==> src/hdl/llev_pkg.sv <==
// Shared types and constants for the lat/long entry validator.
// Item structs, validator state, character class codes and register indexes.
// No dependencies.
package llev_pkg;

	localparam int CP_W      = 21;
	localparam int NUM_CFG   = 8;
	localparam int CFG_IDX_W = 4;

	// register indexes on the configuration port
	localparam logic [CFG_IDX_W-1:0] CFG_NORTH_UPPER = 4'd0;
	localparam logic [CFG_IDX_W-1:0] CFG_EAST_UPPER  = 4'd1;
	localparam logic [CFG_IDX_W-1:0] CFG_SOUTH_UPPER = 4'd2;
	localparam logic [CFG_IDX_W-1:0] CFG_WEST_UPPER  = 4'd3;
	localparam logic [CFG_IDX_W-1:0] CFG_NORTH_LOWER = 4'd4;
	localparam logic [CFG_IDX_W-1:0] CFG_EAST_LOWER  = 4'd5;
	localparam logic [CFG_IDX_W-1:0] CFG_SOUTH_LOWER = 4'd6;
	localparam logic [CFG_IDX_W-1:0] CFG_WEST_LOWER  = 4'd7;

	localparam logic [CP_W-1:0] CFG_RESET [NUM_CFG] = '{
		21'h4E, 21'h45, 21'h53, 21'h57, 21'h6E, 21'h65, 21'h73, 21'h77
	};

	// code points with a fixed meaning
	localparam logic [CP_W-1:0] CP_GON    = 21'h67;
	localparam logic [CP_W-1:0] CP_POINT  = 21'h2E;
	localparam logic [CP_W-1:0] CP_PLUS   = 21'h2B;
	localparam logic [CP_W-1:0] CP_MINUS  = 21'h2D;
	localparam logic [CP_W-1:0] CP_DEGREE = 21'hB0;
	localparam logic [CP_W-1:0] CP_PRIME  = 21'h2032;
	localparam logic [CP_W-1:0] CP_DPRIME = 21'h2033;
	localparam logic [CP_W-1:0] CP_APOS   = 21'h27;
	localparam logic [CP_W-1:0] CP_QUOTE  = 21'h22;
	localparam logic [CP_W-1:0] CP_SPACE  = 21'h20;
	localparam logic [CP_W-1:0] CP_TAB    = 21'h09;
	localparam logic [CP_W-1:0] CP_CR     = 21'h0D;
	localparam logic [CP_W-1:0] CP_ZERO   = 21'h30;
	localparam logic [CP_W-1:0] CP_NINE   = 21'h39;

	typedef enum logic [2:0] {
		K_DIGIT,
		K_GON,
		K_SIGN,
		K_MARK,
		K_POINT,
		K_OTHER
	} kind_t;

	typedef struct packed {
		logic [CP_W-1:0] char_code;
		logic            first_char;
	} in_item_t;

	typedef struct packed {
		logic       text_ok;
		logic [1:0] angles_seen;
	} out_item_t;

	typedef struct packed {
		logic       failed;
		logic [1:0] closed_angles;
		logic [1:0] ns_letters;
		logic [1:0] ew_letters;
		logic       angle_nonempty;
		logic       prev_was_digit;
		logic       gon_seen;
		logic [2:0] mark_count;
		logic [1:0] point_count;
		logic [1:0] marks_after_point;
	} val_state_t;

endpackage

==> src/hdl/latlong_entry_validator.sv <==
// Lat/long entry validator top level: input register, check logic, result register.
// Depends on llev_pkg.
//
// Takes one code point per item and returns one result per item: whether the
// text so far is a valid partial latitude/longitude entry, and how many
// nonempty angles it holds. A new item is taken every cycle while in_stall is
// low; the item is held in the input register, and its result is loaded into
// the result register when that register is free. The next state of the checks
// is computed combinationally from the registered item. A stall on the output
// backs up into in_stall once both registers hold items. Set first_char on the
// first item of each new text. Write the compass letter registers only while no
// item is in flight.
module latlong_entry_validator (
	input  logic                              clk,
	input  logic                              arst_n,
	input  logic                              in_valid,
	output logic                              in_stall,
	input  llev_pkg::in_item_t                in_data,
	output logic                              out_valid,
	input  logic                              out_stall,
	output llev_pkg::out_item_t               out_data,
	input  logic                              cfg_we,
	input  logic [llev_pkg::CFG_IDX_W-1:0]    cfg_index,
	input  logic [llev_pkg::CP_W-1:0]         cfg_data
);
	import llev_pkg::*;

	logic [CP_W-1:0] cfg_q [NUM_CFG];
	val_state_t      st_q;
	val_state_t      st_b;
	val_state_t      st_n;
	in_item_t        item_s1;
	logic            valid_s1;
	out_item_t       res_s2;
	logic            valid_s2;
	out_item_t       res_n;

	logic            s2_free;
	logic            advance;
	logic            in_accept;
	logic [NUM_CFG-1:0] match;
	logic            is_letter;
	logic            axis_ew;
	logic            is_space;
	kind_t           kind;
	logic [CP_W-1:0] c;
	logic [2:0]      map_sum;
	logic [2:0]      total;

	assign s2_free   = !valid_s2 || !out_stall;
	assign advance   = valid_s1 && s2_free;
	assign in_stall  = valid_s1 && !s2_free;
	assign in_accept = in_valid && !in_stall;
	assign out_valid = valid_s2;
	assign out_data  = res_s2;

	// configuration registers; out-of-range indexes are dropped
	always_ff @(posedge clk or negedge arst_n) begin
		if (!arst_n) begin
			for (int i = 0; i < NUM_CFG; i++) begin
				cfg_q[i] <= CFG_RESET[i];
			end
		end else if (cfg_we && (cfg_index < CFG_IDX_W'(NUM_CFG))) begin
			cfg_q[cfg_index[$clog2(NUM_CFG)-1:0]] <= cfg_data;
		end
	end

	assign c = item_s1.char_code;

	// compass letter compare; highest matching slot picks the axis
	always_comb begin
		axis_ew = 1'b0;
		for (int i = 0; i < NUM_CFG; i++) begin
			match[i] = (c == cfg_q[i]);
			if (match[i]) begin
				axis_ew = 1'(i % 2);
			end
		end
		is_letter = |match;
		is_space  = (c == CP_SPACE) || ((c >= CP_TAB) && (c <= CP_CR));
	end

	always_comb begin
		st_b = item_s1.first_char ? '0 : st_q;
		if ((c == CP_DEGREE) || (c == CP_PRIME) || (c == CP_DPRIME) ||
				(c == CP_APOS) || (c == CP_QUOTE)) begin
			kind = K_MARK;
		end else if (c == CP_MINUS) begin
			kind = st_b.angle_nonempty ? K_MARK : K_SIGN;
		end else if (c == CP_PLUS) begin
			kind = K_SIGN;
		end else if ((c >= CP_ZERO) && (c <= CP_NINE)) begin
			kind = K_DIGIT;
		end else if (c == CP_GON) begin
			kind = K_GON;
		end else if (c == CP_POINT) begin
			kind = K_POINT;
		end else begin
			kind = K_OTHER;
		end
	end

	// next state for the registered item
	always_comb begin
		st_n    = st_b;
		map_sum = {1'b0, st_b.marks_after_point} + {1'b0, st_b.point_count};
		if (is_letter || is_space) begin
			if (is_letter) begin
				if (axis_ew) begin
					if (st_b.ew_letters != 2'd3) st_n.ew_letters = st_b.ew_letters + 2'd1;
					if (st_n.ew_letters > 2'd1) st_n.failed = 1'b1;
				end else begin
					if (st_b.ns_letters != 2'd3) st_n.ns_letters = st_b.ns_letters + 2'd1;
					if (st_n.ns_letters > 2'd1) st_n.failed = 1'b1;
				end
			end
			if (st_b.angle_nonempty && (st_b.closed_angles != 2'd3)) begin
				st_n.closed_angles = st_b.closed_angles + 2'd1;
			end
			st_n.angle_nonempty    = 1'b0;
			st_n.prev_was_digit    = 1'b0;
			st_n.gon_seen          = 1'b0;
			st_n.mark_count        = '0;
			st_n.point_count       = '0;
			st_n.marks_after_point = '0;
		end else begin
			if (st_b.gon_seen) st_n.failed = 1'b1;
			// a third angle is starting
			if (!st_b.angle_nonempty && (st_b.closed_angles >= 2'd2)) st_n.failed = 1'b1;
			case (kind)
				K_OTHER: begin
					st_n.failed = 1'b1;
				end
				K_SIGN: begin
					if (st_b.angle_nonempty) st_n.failed = 1'b1;
				end
				K_MARK: begin
					if (!st_b.prev_was_digit) st_n.failed = 1'b1;
					if (st_b.mark_count != 3'd7) st_n.mark_count = st_b.mark_count + 3'd1;
					if (st_n.mark_count > 3'd3) st_n.failed = 1'b1;
					st_n.marks_after_point = (map_sum > 3'd3) ? 2'd3 : map_sum[1:0];
					if (st_n.marks_after_point > 2'd1) st_n.failed = 1'b1;
				end
				K_POINT: begin
					if (st_b.point_count != 2'd3) st_n.point_count = st_b.point_count + 2'd1;
					if (st_n.point_count > 2'd1) st_n.failed = 1'b1;
				end
				K_GON: begin
					st_n.gon_seen = 1'b1;
					if (st_b.mark_count != 3'd0) st_n.failed = 1'b1;
				end
				default: begin
				end
			endcase
			st_n.prev_was_digit = (kind == K_DIGIT);
			st_n.angle_nonempty = 1'b1;
		end
		total = {1'b0, st_n.closed_angles} + {2'b00, st_n.angle_nonempty};
		res_n.text_ok     = !st_n.failed;
		res_n.angles_seen = (total > 3'd3) ? 2'd3 : total[1:0];
	end

	always_ff @(posedge clk or negedge arst_n) begin
		if (!arst_n) begin
			valid_s1 <= 1'b0;
			valid_s2 <= 1'b0;
			st_q     <= '0;
		end else begin
			if (in_accept) begin
				valid_s1 <= 1'b1;
			end else if (advance) begin
				valid_s1 <= 1'b0;
			end
			if (advance) begin
				valid_s2 <= 1'b1;
				st_q     <= st_n;
			end else if (!out_stall) begin
				valid_s2 <= 1'b0;
			end
		end
	end

	// payload registers: load the item on accept, the result on advance
	always_ff @(posedge clk) begin
		if (in_accept) begin
			item_s1 <= in_data;
		end
		if (advance) begin
			res_s2 <= res_n;
		end
	end

endmodule
==> config.mk <==
export PLATFORM = sky130hd
export DESIGN_NAME = latlong_entry_validator
export DESIGN_NICKNAME = d
export VERILOG_FILES = /design/src/hdl/llev_pkg.sv /design/src/hdl/latlong_entry_validator.sv
export SDC_FILE = /design/constraint.sdc
export NUM_CORES = 1
export LEC_CHECK = 0
export BUFFER_PORTS_ARGS = -buffer_cell sky130_fd_sc_hd__clkbuf_2
export CORE_MARGIN = 5
export CORE_UTILIZATION = 31
export DETAILED_ROUTE_END_ITERATION = 12
export GPL_TIMING_DRIVEN = 1
export SKIP_LAST_GASP = 1
export SYNTH_ARGS = -nofsm -noshare
export SYNTH_HDL_FRONTEND = slang
export SYNTH_SLANG_ARGS = --single-unit
==> constraint.sdc <==
create_clock -name clk -period 2.6 [get_ports clk]
set_input_delay 0.39 -clock clk [delete_from_list [all_inputs] [get_ports clk]]
set_output_delay 0.39 -clock clk [all_outputs]
set_load 0.01 [all_outputs]
==> results.toml, run 1 <==
[outcome]
status = "finished with violations"
failed_checks = "setup timing"

[timing]
hold_viol = 0
setup-violations-final = 15
skew_ns = 0.0224
fin_crit_ns = 2.89
rsz0062_at_grt = "true"
tightest_slew_ns = 0.631
fin_crit_sh = 1.11
slew_violations = 0
timing.fmax_mhz = 346
worst_slack_ns = -0.292
slew_headroom = 0.579

[layout]
area_growth_pct = 26.3
diodes = 0
utilization = 0.396
final_cell_mix = "168 x mux2_2, 151 x dfrtp_1, 99 x buf_4"
instances_no_fill = 1463
layout-drive-gt1-share = 0.498
fin_area_um2 = 13600
layout.nets = 1047
final_common_cell = "mux2_2"

[floorplanning]
die_w_um = 197
die_h_um = 197
io_pins = 57
coreArea_um2 = 34500
die_area_um2 = 38700
initial_core_util = 0.314
num_rows = 68

[clock_tree]
clkSinkCount = 212
clock_path_buffers = 3
path_clk_slew_ns = 0.06
clk_latency_ns = 0.54
cts_buffers = 25
htree_levels = 1
cts_tree = "built"
cts-root-buf = "clkbuf_16"

[critical_path]
path_cells = "buf_6 > xnor2_4 > nand4_1 > nor4_4 > nand4_2 > o41ai_2 > buf_4 > nor3_4 > and2_4 > o21ai_2 > a21oi_2 > ha_4 > or2_4"
critPathRequiredTime_ns = 2.88
crit_family = "simple AND/OR/NAND/NOR gates"
crit_type = "reg -> reg"
worstSetupEndpointType = "flop"
arrival_ns = 3.17
cp_slowest_cell = "edfxtp_1"
path_buf_inv = 2
cpPeakStageDelay_ns = 0.48
worstPathMaxFanout = 3
startpoint_type = "flop"

[route]
via_per_inst = 4.86
num_vias = 7116
drt.antenna.violating_nets = 0
wl_mm = 30.4
drc_errors = 0
drt-initial-drc-count = 328
firstDrtPassIters = 5
avgRoutedWirePerCell_um = 20.7

[place]
placed_area_um2 = 12200
place_congestion = 0.898
dp_slack_ns = -0.491
place_hpwl_mm = 21.3
place_inst = 1395
portBuffers = 56

[synthesis]
async_flop_share = 0.882
synth_warnings = 0
syn_nets = 889
synth_edf_count = 25
synth_seq_cells = 212
synth_ff_type = "dfrtp_1"
synth_area_um2 = 10800
synth_cell_types = 71
yosysSeqAreaShare = 0.507
synthesis.area_per_instance_um2 = 13.0
synthCells = 831

[power]
switchingPower_uw = 2950
p_clk_frac = 0.347
p_comb_frac = 0.212
p_int_uw = 7490
p_leak_uw = 0.00571
p_seq_frac = 0.441
netSwitchingFraction = 0.282
vdd_ir_drop_max_mv = 0.509
p_per_area_nw_per_um2 = 765

[flow_run]
maxCapViolCount = 0

[global_routing]
gr-total-overflow = 0
grt_pass1_vias = 7596
grt_pass1_wl_mm = 46.7
grt_start_max_net_pins = 66
antenna_found_initial = 0
grt.total_usage = 0.156

[worst_hold_path]
hp-class = "in -> reg"
sequential cells by signal, summed over array words and instances, names as in the netlist:
signal     cells
out_data       3
cfg_q        168
st_q          17
item_s1        1
out_valid      1
c             21
valid_s1       1
cell families after synthesis:
family	Yosys count	share of synthesized area
and+or+nand+nor	163	0.0973
xor gates and xnor gates	170	0.138
DFF	212	0.507
buffers and inverters	58	0.0339
AOI/OAI and AO/OA	50	0.0376
muxes	172	0.179
adders and majority gates	6	0.00764
power by group through the flow:
| stage | logic (uW) | clock network [uW] | registers (uW) |
|---|---|---|---|
| after floorplan | 1390 | 0 | 4500 |
| after global placement | 2040 | 0 | 4600 |
| after detailed placement | 2060 | 0 | 4630 |
| after CTS | 2110 | 3690 | 4580 |
| after global routing | 2400 | 3810 | 4690 |
| final | 2210 | 3620 | 4610 |
repair_timing:
action / 4_1_cts / 5_1_grt
gates cloned: 0 / 0
resized for setup: 22 / 55
setup endpoints to repair: 18 / 19
pin swaps: 10 / 31
hold buffers: 1 / 0
buffers inserted: 5 / 18
hold endpoints to repair: 47 / 0
per-stage QoR:
stage          hold WS, ns  TNS, ns  total power, uW
4_1_cts            0.00151    -2.15            10400
3_3_place_gp         0.455    -3.63             6640
2_1_floorplan       0.0944   -0.112             5890
3_5_place_dp         0.452    -3.88             6690
5_1_grt            0.00645    -4.45            10900
6_report            0.0205    -1.89            10400
layer usage:
layer / up-vias / GRT usage / routed length, um
li1: 3265 / - / -
met1: 3665 / 0.206 / 13300
met2: 134 / 0.266 / 15000
met3: 52 / 0.0284 / 1260
met4: 0 / 0.0416 / 763
met5: - / 0 / 0
area by class of cell:
class                      instances  area (um^2)
clock buffer                      35          724
clock inverter                    11          126
fill                            3321        20800
inverter                          11         41.3
multi-input combinational        561         5380
sequential                       212         5480
tap                              455          569
timing repair buffer             178         1330
final timing paths:
| path | start | to | slack, ns | cells after the start |
|---|---|---|---|---|
| min in group asynchronous | arst_n | cfg_q[167] | 0.46 | 2 |
| max reg2reg | c[14] | out_data[1] | -0.29 | 13 |
| min reg2reg | st_q[8] | st_q[8] | 0.49 | 2 |
| max | c[14] | out_data[1] | -0.29 | 13 |
| min | in_data[9] | c[8] | 0.02 | 1 |
| max in group asynchronous | arst_n | cfg_q[2] | 1.40 | 3 |
cells in the mapped netlist (all sizes together) (4+ instances only):
library cell    n  area share
nor2           22      0.0079
o21ai          13      0.0071
nand4          30       0.018
buf            33       0.025
nand2b          5      0.0029
inv            10      0.0035
nand3          14      0.0065
a21o            5      0.0042
dfrtp         151        0.35
nor4           22       0.016
nor3b           8      0.0056
nand3b          6      0.0053
mux2          168        0.18
clkbuf         14      0.0049
edfxtp         25       0.069
a21oi           7      0.0032
nand2          16      0.0060
nor2b           6      0.0035
nand4b          4      0.0046
nor4b           4      0.0032
dfstp          36       0.088
and2            5      0.0031
mux2i           4      0.0037
xnor2         113       0.092
ha              5      0.0058
xor2           57       0.046
nor3           13      0.0086
(Power assumes the default switching activity.)
==> run 2: changes to the inputs <==
--- a/config.mk
+++ b/config.mk
@@ -6,10 +6,13 @@
 export NUM_CORES = 1
 export LEC_CHECK = 0
 export BUFFER_PORTS_ARGS = -buffer_cell sky130_fd_sc_hd__clkbuf_2
+export CELL_PAD_IN_SITES_DETAIL_PLACEMENT = 1
+export CELL_PAD_IN_SITES_GLOBAL_PLACEMENT = 1
 export CORE_MARGIN = 5
 export CORE_UTILIZATION = 31
 export DETAILED_ROUTE_END_ITERATION = 12
 export GPL_TIMING_DRIVEN = 1
+export PLACE_DENSITY_LB_ADDON = 0.1
 export SKIP_LAST_GASP = 1
 export SYNTH_ARGS = -nofsm -noshare
 export SYNTH_HDL_FRONTEND = slang
==> run 2 against run 1 <==
  * The flow still finishes with violations (setup timing)
  * Non-clock buffer count grew 4
  * Combinational power grew 2%
  * Sequential power is essentially flat
  * Critical endpoint unchanged
  * Largest cell class unchanged
==> results.toml, run 2 (synthesis results as in run 1) <==
[outcome]
status = "finished with violations"
failed_checks = "setup timing"

[place]
dp_slack_ns = -0.579
place_inst = 1403
portBuffers = 56
placed_area_um2 = 12200
place_congestion = 0.818
place_hpwl_mm = 24.3

[critical_path]
reg2reg_to = "out_data[1]"
ff2ff_path_depth = 13
r2r_start = "c[1]"
rrSetupSlack_ns = -0.38
worstPathMaxFanout = 4
crit_type = "reg -> reg"
arrival_ns = 3.25
startpoint_type = "flop"
worstSetupEndpointType = "flop"
critPathRequiredTime_ns = 2.87

[timing]
tns_ns = -3.65
rsz0062_at_grt = "true"
slew_violations = 0
skew_ns = 0.0102
worst_slack_ns = -0.379
holdWs_ns = 0.0331
setup-violations-final = 14
timing.fmax_mhz = 336
tightest_slew_ns = 0.587
fin_crit_sh = 1.15
slew_headroom = 0.609
hold_viol = 0
fin_crit_ns = 2.98

[layout]
largest_reg_flops = 168
area_growth_pct = 26.9
instances_no_fill = 1471
diodes = 0
layout.nets = 1053
final_cell_mix = "168 x mux2_2, 151 x dfrtp_1, 102 x buf_4"
layout-drive-gt1-share = 0.492
largestRegisters = "cfg_q: 168 flops, c: 21 flops, st_q: 17 flops"
regMostFlops = "cfg_q"
fin_area_um2 = 13700
multi_input_area_um2 = 5360
final_common_cell = "mux2_2"
fill_cells = 3584
ff_latch_area_um2 = 5480

[clock_tree]
htree_levels = 1
clock_path_buffers = 3
cts-root-buf = "clkbuf_16"
cts_buffers = 27
cts_tree = "built"
clk_latency_ns = 0.53
path_clk_slew_ns = 0.06
clkSinkCount = 212

[worst_hold_path]
hold-path-endpoint = "c[20]"
hold_depth = 1
min_from = "in_data[21]"
hp-class = "in -> reg"

[floorplanning]
num_rows = 68
die_h_um = 197
coreArea_um2 = 34500
io_pins = 57
initial_core_util = 0.314
die_w_um = 197
die_area_um2 = 38700

[route]
num_vias = 7159
avgRoutedWirePerCell_um = 23.1
drc_errors = 0
via_per_inst = 4.87
drt.antenna.violating_nets = 0
drt-initial-drc-count = 207
firstDrtPassIters = 4
wl_mm = 33.9

[global_routing]
grt_start_max_net_pins = 65
grt_pass1_vias = 8110
grt.total_usage = 0.174
antenna_found_initial = 0
grt_pass1_wl_mm = 51.6
gr-total-overflow = 0

[power]
p_per_area_nw_per_um2 = 762
p_leak_uw = 0.00574
vdd_ir_drop_max_mv = 0.553

[flow_run]
maxCapViolCount = 0
[run 2: cell count changes in the layout (fill, tap and decap cells not counted), sizes merged]
cell,previous run,this run
buf,121,124
bufinv,2,1
clkbuf,91,99
clkinvlp,1,0
inv,12,11
[run 2: stage by stage]
stage / util / power [uW]
floorplan: - / 5890
global placement: 0.355 / 6700
detailed placement: 0.355 / 6770
CTS: 0.388 / 10500
global route: 0.398 / 11000
finish: 0.398 / 10400
[run 2: routing by layer]
layer	vias to the layer above	wire [um]	GRT usage
met2	91	17200	0.309
li1	3295	-	-
met5	-	0	0
met4	0	583	0.0334
met1	3738	15000	0.232
met3	35	1080	0.0210
[run 2: where the power goes]
part           internal, uW  leakage, uW  switching (uW)
Combinational          1210      0.00283            1040
Clock                  2180     0.000429            1410
Sequential             4120      0.00249             481
Total                  7500      0.00574            2940
[run 2: cell type report]
cell class | instances | area share
inverters | 11 | 0.00301
repair buffers | 182 | 0.102
clock inverters | 8 | 0.00502
well taps | 455 | 0.0415
multi-input cells | 561 | 0.391
flip-flops and latches | 212 | 0.400
clock buffers | 42 | 0.0578
[run 2: critical path, cell delays in order, from the launching register on]
cell      delay (ns)
edfxtp_1        0.49
buf_4           0.18
buf_4           0.12
xnor2_1         0.15
nand4_1         0.25
nor4_4          0.34
nand4_4         0.17
o41ai_4         0.09
nor3_4          0.11
and2_4          0.16
o21ai_2         0.12
a21oi_2         0.07
ha_2            0.25
or2_4           0.23
[run 2: worst max path at each step]
stage,start,to,slack (ns),depth (start not counted)
after floorplan,c[8],out_data[1],-0.11,9
after global placement,c[2],out_data[1],-0.61,12
after detailed placement,c[2],out_data[1],-0.58,12
after CTS,c[11],out_data[1],-0.37,11
after global routing,c[2],out_data[1],-0.46,14
final,c[1],out_data[1],-0.38,13
[run 2: repair_timing]
item | 4_1_cts | 5_1_grt
endpoints found under the hold margin | 44 | 0
gates resized for setup | 34 | 37
setup buffers | 7 | 12
hold buffers | 1 | 0
cloned | 0 | 1
endpoints found under the setup margin | 20 | 20
pin swaps | 10 | 15
